==> config.mk <==
export PLATFORM = sky130hd
export DESIGN_NAME = otsr_ctrl
export DESIGN_NICKNAME = d
export VERILOG_FILES = /design/src/sv/otsr_pkg.sv /design/src/sv/otsr_ctrl.sv
export SDC_FILE = /design/constraint.sdc
export NUM_CORES = 1
export LEC_CHECK = 0
export ABC_AREA = 1
export BUFFER_PORTS_ARGS = -buffer_cell sky130_fd_sc_hd__buf_2
export CELL_PAD_IN_SITES_DETAIL_PLACEMENT = 1
export CELL_PAD_IN_SITES_GLOBAL_PLACEMENT = 1
export CORE_UTILIZATION = 35
export DETAILED_ROUTE_END_ITERATION = 8
export GPL_TIMING_DRIVEN = 1
export PLACE_DENSITY_LB_ADDON = 0.12
export SETUP_SLACK_MARGIN = 0.05
export SYNTH_ARGS = -nofsm -noshare
export SYNTH_HDL_FRONTEND = slang
export SYNTH_SLANG_ARGS = --single-unit
==> constraint.sdc <==
create_clock -name i_clk -period 2.8 [get_ports i_clk]
set_clock_uncertainty 0.15 [all_clocks]
set_input_delay 0.28 -clock i_clk [delete_from_list [all_inputs] [get_ports i_clk]]
set_output_delay 0.28 -clock i_clk [all_outputs]
set_load 0.02 [all_outputs]
==> src/sv/otsr_pkg.sv <==
`timescale 1ns / 1ps
// Shared types and constants for the overlay tile save/restore unit.
// No dependencies; every other file of the block but otsr_ram imports this package.
package otsr_pkg;

    // Operation codes carried on the opcode field
    localparam int OP_W = 3;
    typedef enum logic [OP_W-1:0] {
        OP_RESET_ALL    = 3'd0,
        OP_BASE_REBUILT = 3'd1,
        OP_BEGIN_FRAME  = 3'd2,
        OP_FINISH_FRAME = 3'd3,
        OP_MARK_TILE    = 3'd4,
        OP_RESTORE_TILE = 3'd5
    } t_opcode;

    // Field widths fixed by the item format
    localparam int TILE_W = 9;
    localparam int WORD_W = 64;

    // A snapshot is four 64-bit words moved one word per beat
    localparam int WORDS_PER_SNAP        = 4;
    localparam int BEAT_W                = 2;
    localparam logic [BEAT_W-1:0] BEAT_LAST = BEAT_W'(WORDS_PER_SNAP - 1);

    typedef logic [WORD_W-1:0] t_word;

    // Bit positions inside one tile-state entry: {slot, valid, cur, prev}
    localparam int ENT_PREV     = 0;
    localparam int ENT_CUR      = 1;
    localparam int ENT_VALID    = 2;
    localparam int ENT_SLOT_LSB = 3;

    // Commands from the controller to the datapath
    typedef struct packed {
        logic capture;
        logic dispatch;
        logic look;
        logic save_beat;
        logic load_beat;
        logic init_write;
        logic sweep_read;
        logic out_load;
    } t_dp_cmd;

    // Status from the datapath to the controller
    typedef struct packed {
        logic [OP_W-1:0] op;
        logic            in_range;
        logic            start_save;
        logic            restore_hit;
        logic            sweep_last;
        logic            beat_last;
        logic            out_free;
    } t_dp_status;

endpackage

==> src/sv/otsr_ctrl.sv <==
`timescale 1ns / 1ps
// Sequencer of the overlay tile save/restore unit.
// Depends on otsr_pkg for the command and status structs and opcodes.
module otsr_ctrl (
    input  logic                i_clk,
    input  logic                i_rst_n,
    input  logic                i_valid,
    output logic                o_stall,
    input  otsr_pkg::t_dp_status i_status,
    output otsr_pkg::t_dp_cmd    o_cmd
);
    import otsr_pkg::*;

    typedef enum logic [8:0] {
        S_INIT     = 9'b0_0000_0001,
        S_IDLE     = 9'b0_0000_0010,
        S_DISPATCH = 9'b0_0000_0100,
        S_LOOK     = 9'b0_0000_1000,
        S_SAVE     = 9'b0_0001_0000,
        S_LOAD     = 9'b0_0010_0000,
        S_TAIL     = 9'b0_0100_0000,
        S_SWEEP    = 9'b0_1000_0000,
        S_DONE     = 9'b1_0000_0000
    } t_state;

    t_state r_state;
    t_state n_state;

    // Decode next state and datapath commands
    always_comb begin
        n_state = r_state;
        o_cmd   = '0;
        o_stall = 1'b1;
        case (r_state)
            S_INIT: begin
                o_cmd.init_write = 1'b1;
                if (i_status.sweep_last) begin
                    n_state = S_IDLE;
                end
            end
            S_IDLE: begin
                o_stall       = 1'b0;
                o_cmd.capture = i_valid;
                if (i_valid) begin
                    n_state = S_DISPATCH;
                end
            end
            S_DISPATCH: begin
                o_cmd.dispatch = 1'b1;
                if (i_status.op inside {OP_RESET_ALL, OP_BASE_REBUILT,
                                        OP_BEGIN_FRAME, OP_FINISH_FRAME}) begin
                    n_state = S_SWEEP;
                end else if ((i_status.op inside {OP_MARK_TILE, OP_RESTORE_TILE})
                             && i_status.in_range) begin
                    n_state = S_LOOK;
                end else begin
                    n_state = S_DONE;
                end
            end
            S_LOOK: begin
                o_cmd.look = 1'b1;
                if (i_status.start_save) begin
                    n_state = S_SAVE;
                end else if (i_status.restore_hit) begin
                    n_state = S_LOAD;
                end else begin
                    n_state = S_DONE;
                end
            end
            S_SAVE: begin
                o_cmd.save_beat = 1'b1;
                if (i_status.beat_last) begin
                    n_state = S_DONE;
                end
            end
            S_LOAD: begin
                o_cmd.load_beat = 1'b1;
                if (i_status.beat_last) begin
                    n_state = S_TAIL;
                end
            end
            S_TAIL: begin
                n_state = S_DONE;
            end
            S_SWEEP: begin
                o_cmd.sweep_read = 1'b1;
                if (i_status.sweep_last) begin
                    n_state = S_DONE;
                end
            end
            S_DONE: begin
                if (i_status.out_free) begin
                    o_cmd.out_load = 1'b1;
                    n_state        = S_IDLE;
                end
            end
            default: begin
                n_state = S_INIT;
            end
        endcase
    end

    // Advance state; reset starts the clearing pass
    always_ff @(posedge i_clk) begin
        if (!i_rst_n) begin
            r_state <= S_INIT;
        end else begin
            r_state <= n_state;
        end
    end

endmodule

==> results of run 1 <==
## worst paths after layout
kind,end,slack (ns),cells past startpoint
setup / recovery,o_cmd[7],0.99,6
hold / removal,r_state[0]$_SDFFE_PN1P_,0.1,2
setup reg to reg,r_state[1]$_SDFFE_PN0P_,1.26,9
hold reg to reg,r_state[7]$_SDFFE_PN0P_,0.35,2
## cells by family after synthesis
logic type	count (synthesis)	share of synthesized area (%)
compound gates	8	6.54
buf+inv	26	15.3
flops	9	26.9
simple gates	68	51.2
## power breakdown
| group | switching, mW | total, mW | leakage, nW | internal (mW) |
|---|---|---|---|---|
| clock network | 0.0489 | 0.104 | 0.0150 | 0.0552 |
| logic | 0.218 | 0.325 | 0.392 | 0.107 |
| registers | 0.0240 | 0.175 | 0.0733 | 0.151 |
## placed cells by master (no fill, tap or decap), drive strengths merged
cell type,n
nor4,1
clkinv,1
nand2,24
clkbuf,4
dfxtp,9
a21oi,5
nor3,3
nand3b,1
buf,19
o21ai,3
nor2,23
nand4,2
inv,25
nand3,14
## per-stage QoR
step,total power [mW],hold WS [ns]
after floorplan,0.419,0.214
after global placement,0.498,0.337
after detailed placement,0.504,0.343
after CTS,0.609,0.0970
after global routing,0.663,0.108
final,0.604,0.0979
## critical path: stages, from the launching register on
cell	delay (ns)
dfxtp_1	0.33
nor2_1	0.11
nand2_1	0.11
nor2_1	0.16
nand2_1	0.13
nor2_1	0.10
buf_2	0.17
## cells in the mapped netlist
cell and count:
inv_1 21, nand2_1 19, nor2_1 19, nand3_1 10
dfxtp_1 9, nand2_2 5, a21oi_1 4, inv_2 4
nand3_2 3, nor2_2 3, nor3_1 3, o21ai_1 3
nand4_1 2, a21oi_2 1, clkinv_4 1, nand3_4 1
nand3b_1 1, nor2_4 1, nor4_1 1
## area by class of cell
cell class / instances / area (µm²) / share of cell area [%]
multi-input combinational: 76 / 387 / 47.0
sequential: 9 / 180 / 21.9
inverter: 26 / 103 / 12.5
timing repair buffer: 19 / 95.1 / 11.6
tap: 25 / 31.3 / 3.81
clock buffer: 4 / 26.3 / 3.20
## layer usage
metal	global-route usage [%]	vias to the layer above
met5	0	-
met4	7.06	0
met3	7.14	4
met2	37.1	19
met1	25.1	340
li1	-	387
==> results.yml, run 1 <==
worst_setup_path:
  critical_path_required_ns: 2.37
  r2r-start: "r_state[5]$_SDFFE_PN0P_"
  endpoint_kind: "primary output"
  critical_path_arrival_ns: 1.38
  path_class: "reg2out"
  crit_start: "r_state[4]$_SDFFE_PN0P_"
  crit_fanout: 4
  startpoint_type: "flop"
clocking:
  cts_inserted_buffers: 3
  postCtsSetupBuffers: 0
  cts-root-buf: "clkbuf_4"
  cts_hold_buffers: 0
  cts_tree: "yes"
  cts_htree_levels: 1
  clk_pin_slew_ns: 0.06
  cts_resized: 0
  clockBufferDepth: 2
  clk-insertion-delay-late_ns: 0.27
  clock-sinks: 9
synth:
  ys_warn_count: 0
  syn_area_um2: 669
  synth_top_area_cell: "dfxtp_1"
  synth_area_leaders: "dfxtp_1 (27%), inv_1 (12%), nand2_1 (11%)"
  synth-seq-cells: 9
  ys_types: 19
  syn-instance-count: 111
  syn_area_per_cell_um2: 6.03
  ys_seq_area_share_pct: 26.9
  syn-num-nets: 123
  yosysTopAreaCellShare_pct: 26.9
grt:
  grt_pass1_vias: 745
  grt_pass1_wl_mm: 3.12
  grt_max_degree: 11
  grt-ovfl-total: 0
  grt_use_total_pct: 21.6
  antenna_found_initial: 0
timing:
  setup_viol: 0
  rsz0062_at_grt: "no"
  worst_pin_slew_ns: 0.207
  tns_ns: 0
  fmax_ghz: 0.553
  drv_slew: 0
  fin_crit_sh_pct: 64.6
  hold_viol: 0
  worst_slack_ns: 0.990
  maxSlewHeadroom_pct: 86.2
  fin_crit_ns: 1.81
min_path:
  hold_class: "in2reg"
  hold_start: "i_rst_n"
pwr:
  p_leak_nw: 0.480
  ir_worst_vdd_mv: 0.351
  p_per_area_nw_per_um2: 735
drt:
  viasPerCell: 4.72
  ant_nets: 0
  dr.pass1.iters: 4
  routed_wl_mm: 1.80
  vias: 750
  route.detailed.drc: 0
  top_layer: "met4"
  wl_met3_um: 108
  dr.first_iter.drc_count: 7
  drt-wirelength-per-cell_um: 11.3
  wl_met1_um: 810
  wl_met2_um: 862
floorplanning:
  rows: 15
  die-area_um2: 2090
  coreArea_um2: 1760
  io_pins: 21
  fp.dieW_um: 45.7
  start_util_pct: 37.9
  die_h_um: 45.7
layout:
  fin_area_um2: 822
  final_util_pct: 46.6
  drive_gt1_share_pct: 30.6
  largest_reg_flops: 9
  regMostFlops: "r_state"
  stdcell_count: 159
  reg_top3: "r_state x9"
  insertedDiodeCount: 0
  areaGrowthSynthToFinish_pct: 22.8
  fillerInstances: 256
  nets: 147
placed_design:
  io_buffers: 19
  dp_hpwl_mm: 1.53
  post-place-ws_ns: 1.27
  place_congestion: 0.797
  dp.cells: 155
  dpl-instance-area_um2: 796
run_status:
  status: "completed"
run:
  drv.max_cap_violation_count: 0
No activity file was read; power rests on OpenSTA's default activity.
==> inputs of run 2 (changes only) <==
--- a/config.mk
+++ b/config.mk
@@ -9,7 +9,7 @@
 export BUFFER_PORTS_ARGS = -buffer_cell sky130_fd_sc_hd__buf_2
 export CELL_PAD_IN_SITES_DETAIL_PLACEMENT = 1
 export CELL_PAD_IN_SITES_GLOBAL_PLACEMENT = 1
-export CORE_UTILIZATION = 35
+export CORE_UTILIZATION = 32
 export DETAILED_ROUTE_END_ITERATION = 8
 export GPL_TIMING_DRIVEN = 1
 export PLACE_DENSITY_LB_ADDON = 0.12
==> constraint.sdc (replaced) <==
create_clock -name i_clk -period 1.68 [get_ports i_clk]
set_clock_uncertainty 0.15 [all_clocks]
set_input_delay 0.168 -clock i_clk [delete_from_list [all_inputs] [get_ports i_clk]]
set_output_delay 0.168 -clock i_clk [all_outputs]
set_load 0.02 [all_outputs]
==> results.yml, run 2 (synthesized netlist as in run 1, its figures left out) <==
drt:
  drt-wirelength-per-cell_um: 12.2
  dr.first_iter.drc_count: 3
  vias: 789
  route.detailed.drc: 0
  dr.pass1.iters: 4
  routed_wl_mm: 2.05
  ant_nets: 0
  viasPerCell: 4.70
timing:
  rsz0062_at_grt: "yes"
  worst_pin_slew_ns: 0.215
  tns_ns: 0
  hold_viol: 0
  setup_viol: 0
  fin_crit_sh_pct: 96.3
  fmax_ghz: 0.618
  maxSlewHeadroom_pct: 85.6
  fin_crit_ns: 1.62
  worst_slack_ns: 0.0620
  finalHoldWorstSlack_ns: 0.0296
  drv_slew: 0
clocking:
  cts_htree_levels: 1
  cts-root-buf: "clkbuf_4"
  clockBufferDepth: 2
  clock-sinks: 9
  clk_pin_slew_ns: 0.08
  cts_tree: "yes"
  clk-insertion-delay-late_ns: 0.26
  cts_inserted_buffers: 3
pwr:
  p_per_area_nw_per_um2: 1180
  p_leak_nw: 0.532
  ir_worst_vdd_mv: 0.555
  power_mw: 1.18
placed_design:
  dp_hpwl_mm: 1.52
  dpl-instance-area_um2: 806
  dp.cells: 158
  io_buffers: 19
  post-place-ws_ns: 0.149
  place_congestion: 0.749
layout:
  regArea_um2: 191
  fillerInstances: 279
  layout_common_cells: "inv_1 (18), nor2_1 (14), nand2_2 (13), buf_2 (12), nand2_1 (10)"
  drive_gt1_share_pct: 53.9
  reg_top3: "r_state x9"
  insertedDiodeCount: 0
  largest_reg_flops: 9
  regMostFlops: "r_state"
  stdcell_count: 168
  fin_area_um2: 1000
  final_common_cell: "inv_1"
  final_util_pct: 51.1
  multiInputGateArea_um2: 475
  areaGrowthSynthToFinish_pct: 49.9
  nets: 154
floorplanning:
  start_util_pct: 34.1
  die-area_um2: 2280
  coreArea_um2: 1960
  die_h_um: 47.7
  fp.dieW_um: 47.7
  io_pins: 21
  rows: 16
worst_setup_path:
  critical_path_arrival_ns: 1.30
  crit_fanout: 4
  critical_path_required_ns: 1.36
  path_cells: "nor2_2, nand2_2, nor2_4, nand2_2, nor2_2, buf_6"
  endpoint_kind: "primary output"
  path_class: "reg2out"
  crit_path_max_incr_delay_ns: 0.34
  crit_slowest_cell: "dfxtp_2"
  startpoint_type: "flop"
grt:
  antenna_found_initial: 0
  grt_pass1_vias: 699
  grt_use_total_pct: 18.9
  grt-ovfl-total: 0
  grt_max_degree: 11
  grt_pass1_wl_mm: 2.95
run_status:
  status: "completed"
min_path:
  hold_class: "in2reg"
run:
  drv.max_cap_violation_count: 0
run 2: cell count changes in the layout (fill, tap and decap cells not counted), moves of 5 or more:
cell / change
nand2_1: -9
dfxtp_2: +6
buf_4: +9
nor2_1: -5
dfxtp_1: -7
buf_2: -7
nand2_2: +8
run 2: power by group:
part	switching (mW)	total (mW)	internal, mW
logic	0.441	0.700	0.259
registers	0.0454	0.306	0.261
clock network	0.0833	0.175	0.0915
run 2: area by class of cell:
| type | instances | area share (%) |
|---|---|---|
| Timing Repair Buffer | 25 | 17.1 |
| Sequential cell | 9 | 19.1 |
| Tap cell | 27 | 3.37 |
| Clock buffer | 4 | 2.62 |
| Multi-Input combinational cell | 77 | 47.4 |
| Inverter | 26 | 10.5 |
run 2: worst paths after layout:
check,end,from,slack [ns],cells past startpoint
setup reg to reg,r_state[1]$_SDFFE_PN0P_,r_state[6]$_SDFFE_PN0P_,0.11,10
setup / recovery,o_cmd[0],r_state[6]$_SDFFE_PN0P_,0.06,6
hold / removal,r_state[5]$_SDFFE_PN0P_,i_status[3],0.03,3
hold reg to reg,r_state[7]$_SDFFE_PN0P_,r_state[7]$_SDFFE_PN0P_,0.34,2
run 2: metal layers:
layer | GRT usage, % | vias to the layer above | routed length (µm)
met1 | 24.8 | 366 | 983
met3 | 3.40 | 2 | 56
met5 | 0 | - | 0
met4 | 6.67 | 0 | 25
li1 | - | 404 | -
met2 | 31.1 | 17 | 987
run 2: critical path, delay by kind of cell, from the launching register on:
family | cells | cell delay, ns
buffers and inverters | 1 | 0.12
flip-flops | 1 | 0.34
AND/OR/NAND/NOR | 5 | 0.56
run 2: timing repair:
item | in CTS | in global routing
cloned | 0 | 1
hold endpoints to repair | 1 | 0
hold buffers | 1 | 0
endpoints found under the setup margin | 4 | 18
setup buffers | 2 | 2
resized for setup | 6 | 39
pin swaps | 1 | 12
==> inputs of run 3 (changes only) <==
--- a/config.mk
+++ b/config.mk
@@ -5,11 +5,11 @@
 export SDC_FILE = /design/constraint.sdc
 export NUM_CORES = 1
 export LEC_CHECK = 0
-export ABC_AREA = 1
+export ABC_AREA = 0
 export BUFFER_PORTS_ARGS = -buffer_cell sky130_fd_sc_hd__buf_2
 export CELL_PAD_IN_SITES_DETAIL_PLACEMENT = 1
 export CELL_PAD_IN_SITES_GLOBAL_PLACEMENT = 1
-export CORE_UTILIZATION = 32
+export CORE_UTILIZATION = 35
 export DETAILED_ROUTE_END_ITERATION = 8
 export GPL_TIMING_DRIVEN = 1
 export PLACE_DENSITY_LB_ADDON = 0.12
==> results.yml, run 3 <==
floorplanning:
  fp.dieW_um: 46.9
  start_util_pct: 39.2
  die_h_um: 46.9
  rows: 15
  io_pins: 21
placed_design:
  dp_hpwl_mm: 1.96
  io_buffers: 19
  place_congestion: 0.832
  post-place-ws_ns: -0.251
  dp.cells: 153
clocking:
  clockBufferDepth: 2
  cts_inserted_buffers: 3
  cts_hold_buffers: 1
  cts_resized: 25
  clock-sinks: 9
  cts-root-buf: "clkbuf_4"
  cts_htree_levels: 1
  postCtsSetupBuffers: 13
synth:
  synth_edf_count: 0
  synth_top_area_cell: "dfxtp_1"
  synth-seq-cells: 9
  syn_area_um2: 706
  synth_ff_type: "dfxtp_1"
  synth-async-reset-ratio_pct: 0
  ys_warn_count: 0
  syn-instance-count: 90
  yosysMostFrequentCell: "nor2_1"
  yosysTopAreaCellShare_pct: 25.5
  synth_area_leaders: "dfxtp_1 (26%), nor2_1 (5.3%), nor3b_1 (5.3%)"
  syn_area_per_cell_um2: 7.84
  synth_xor_area_share_pct: 4.96
  synth.top_cells.by_count: "nor2_1 (10), dfxtp_1 (9), o21ai_0 (6), inv_1 (5), nor3b_1 (5)"
  synthSimpleGateAreaFrac_pct: 46.1
  synth_mux_area_share_pct: 0
  syn-num-nets: 102
  synth_top_family_by_area: "simple AND/OR/NAND/NOR gates"
  synth_compound_area_share_pct: 16.3
  ys_types: 38
  synthAdderAreaFrac_pct: 0
  ys_seq_area_share_pct: 25.5
run_status:
  lastStage: "clock tree synthesis (4_1_cts)"
  status: "did not finish"
  first-error: "[ERROR DPL-0033] detailed placement checks failed during check placement."
[run 3: cells by family after synthesis]
| kind of cell | count (synthesis) |
|---|---|
| buffers and inverters | 11 |
| DFF | 9 |
| xor gates and xnor gates | 4 |
| AOI/OAI and AO/OA | 18 |
| and+or+nand+nor | 48 |
[run 3: through the flow]
stage	TNS [ns]	area [µm²]	util [%]
floorplan	-2.13	774	-
detailed placement	-2.71	1050	58.3
global placement	-1.85	1050	58.3
==> inputs of run 4 (changes only) <==
==> config.mk (replaced) <==
export PLATFORM = sky130hd
export DESIGN_NAME = otsr_ctrl
export DESIGN_NICKNAME = d
export VERILOG_FILES = /design/src/sv/otsr_pkg.sv /design/src/sv/otsr_ctrl.sv
export SDC_FILE = /design/constraint.sdc
export NUM_CORES = 1
export LEC_CHECK = 0
export ABC_AREA = 0
export BUFFER_PORTS_ARGS = -buffer_cell sky130_fd_sc_hd__buf_2
export CORE_AREA = 2 2 63 65
export DETAILED_ROUTE_END_ITERATION = 8
export DIE_AREA = 0 0 65 67
export GPL_TIMING_DRIVEN = 1
export PLACE_DENSITY_LB_ADDON = 0.15
export SYNTH_ARGS = -nofsm -noshare
export SYNTH_HDL_FRONTEND = slang
export SYNTH_SLANG_ARGS = --single-unit
==> results.yml, run 4 <==
floorplanning:
  io_pins: 21
  coreArea_um2: 3610
  start_util_pct: 19.6
  die-area_um2: 4360
  die_h_um: 67
  fp.dieW_um: 65
  rows: 22
grt:
  antenna_found_initial: 0
  grt_use_total_pct: 12.2
  grt-ovfl-total: 0
  grt_max_degree: 8
  grt_pass1_wl_mm: 3.94
  grt_pass1_vias: 871
clocking:
  cts_htree_levels: 1
  clk_pin_slew_ns: 0.04
  cts_tree: "yes"
  cts_hold_buffers: 0
  clk-insertion-delay-late_ns: 0.23
  clockBufferDepth: 2
  cts-root-buf: "clkbuf_8"
  clock-sinks: 9
  cts_inserted_buffers: 3
placed_design:
  place_congestion: 0.851
  post-place-ws_ns: -0.249
  dp.cells: 186
  io_buffers: 19
  dp_hpwl_mm: 1.94
pwr:
  power_mw: 1.44
  ir_worst_vdd_mv: 0.288
  p_leak_nw: 0.611
  p_per_area_nw_per_um2: 1020
layout:
  stdcell_count: 202
  nets: 167
  largest_reg_flops: 9
  layout_common_cells: "buf_4 (45), buf_6 (11), buf_2 (10), nor2_1 (7), o21ai_0 (6)"
  reg_top3: "r_state x9"
  regMostFlops: "r_state"
  insertedDiodeCount: 0
  areaGrowthSynthToFinish_pct: 100
  drive_gt1_share_pct: 62.3
  final_common_cell: "buf_4"
worst_setup_path:
  critical_path_required_ns: 1.36
  endpoint_kind: "primary output"
  startpoint_type: "flop"
  crit_fanout: 3
  path_cells: "buf_6, nor4_4, nand2_2, nor4b_4, buf_4"
  rr_worst_depth: 6
  crit_slowest_cell: "nor4b_4"
  rrSetupSlack_ns: -0.27
  r2r_end: "r_state[5]$_SDFFE_PN0P_"
  r2r-start: "r_state[4]$_SDFFE_PN0P_"
  path_class: "reg2out"
  cp_num_buf_inv: 2
  crit_path_max_incr_delay_ns: 0.34
  cpLargestDelayFamily: "simple AND/OR/NAND/NOR gates"
  critical_path_arrival_ns: 1.69
synth:
  ys_types: 38
  synth_edf_count: 0
  synth_area_leaders: "dfxtp_1 (26%), nor2_1 (5.3%), nor3b_1 (5.3%)"
  synth-seq-cells: 9
  synth_top_area_cell: "dfxtp_1"
  syn_area_per_cell_um2: 7.84
  synth_ff_type: "dfxtp_1"
  ys_seq_area_share_pct: 25.5
  yosysMostFrequentCell: "nor2_1"
  syn-instance-count: 90
  syn-num-nets: 102
  syn_area_um2: 706
  synth-async-reset-ratio_pct: 0
  synth.top_cells.by_count: "nor2_1 (10), dfxtp_1 (9), o21ai_0 (6), inv_1 (5), nor3b_1 (5)"
  ys_warn_count: 0
  yosysTopAreaCellShare_pct: 25.5
timing:
  drv_slew: 0
  worst_slack_ns: -0.330
  fin_crit_ns: 2.01
  setup_viol: 18
  tns_ns: -4.02
  rsz0062_at_grt: "yes"
  maxSlewHeadroom_pct: 76.8
  fmax_ghz: 0.498
  fin_crit_sh_pct: 120
  worst_pin_slew_ns: 0.344
  finalHoldWorstSlack_ns: 0.0280
  hold_viol: 0
drt:
  routed_wl_mm: 2.49
  viasPerCell: 4.40
  dr.pass1.iters: 3
  dr.first_iter.drc_count: 24
  vias: 888
  ant_nets: 0
  drt-wirelength-per-cell_um: 12.3
  route.detailed.drc: 0
run:
  drv.max_cap_violation_count: 0
min_path:
  hold_end: "r_state[8]$_SDFFE_PN0P_"
  hold_class: "in2reg"
  min_delay_path_depth: 2
  hold_start: "i_rst_n"
run_status:
  violations: "setup timing"
  status: "finished with violations"
==> run 4: cell counts after synthesis <==
No cell type changed its count.
==> run 4: where the power goes <==
part	internal, mW	switching, mW	leakage, nW
Combinational	0.486	0.448	0.513
Clock	0.165	0.0827	0.0228
Sequential	0.238	0.0213	0.0754
==> run 4: final cells by class <==
class                   count  area, µm²
well taps                  48       60.1
multi-input cells          70        589
flip-flops and latches      9        188
repair buffers             66        512
inverters                   5       18.8
clock buffers               4       45.0
fillers                   377       2190
==> run 4: repair_timing <==
action | 4_1_cts | 5_1_grt
pin swaps | 12 | 8
setup buffers | 9 | 6
cloned | 0 | 0
setup endpoints to repair | 18 | 18
gates resized for setup | 30 | 12
==> run 4: per-stage QoR <==
stage | cell area (µm²) | util [%]
after floorplan | 759 | -
after global placement | 1140 | 31.6
after detailed placement | 1140 | 31.6
after CTS | 1350 | 37.3
after global routing | 1410 | 39.2
final | 1410 | 39.2
==> run 4: worst max-delay path by stage <==
stage / endpoint / start / depth (start not counted)
6_report: o_cmd[5] / r_state[4]$_SDFFE_PN0P_ / 5
5_1_grt: o_cmd[7] / r_state[4]$_SDFFE_PN0P_ / 6
4_1_cts: o_cmd[5] / r_state[6]$_SDFFE_PN0P_ / 5
3_5_place_dp: r_state[1]$_SDFFE_PN0P_ / r_state[4]$_SDFFE_PN0P_ / 5
3_3_place_gp: r_state[1]$_SDFFE_PN0P_ / r_state[4]$_SDFFE_PN0P_ / 5
2_1_floorplan: r_state[8]$_SDFFE_PN0P_ / r_state[4]$_SDFFE_PN0P_ / 6
==> run 4: logic make-up (layout without fill, tap and decap cells) <==
| group | after synthesis | in the layout | synth area share (%) |
|---|---|---|---|
| and+or+nand+nor | 48 | 48 | 46.1 |
| AOI/OAI and AO/OA | 18 | 18 | 16.3 |
| buffers and inverters | 11 | 75 | 7.09 |
| DFF | 9 | 9 | 25.5 |
| xor gates and xnor gates | 4 | 4 | 4.96 |
==> run 4: metal layers <==
metal / track usage (%) / part of all wire [%] / up-vias / routed length (µm)
met3: 2.03 / 2.6 / 9 / 65
met2: 21.1 / 49 / 19 / 1220
li1: - / - / 455 / -
met1: 14.2 / 45 / 405 / 1110
met5: 0 / 0 / - / 0
met4: 6.91 / 3.6 / 0 / 89
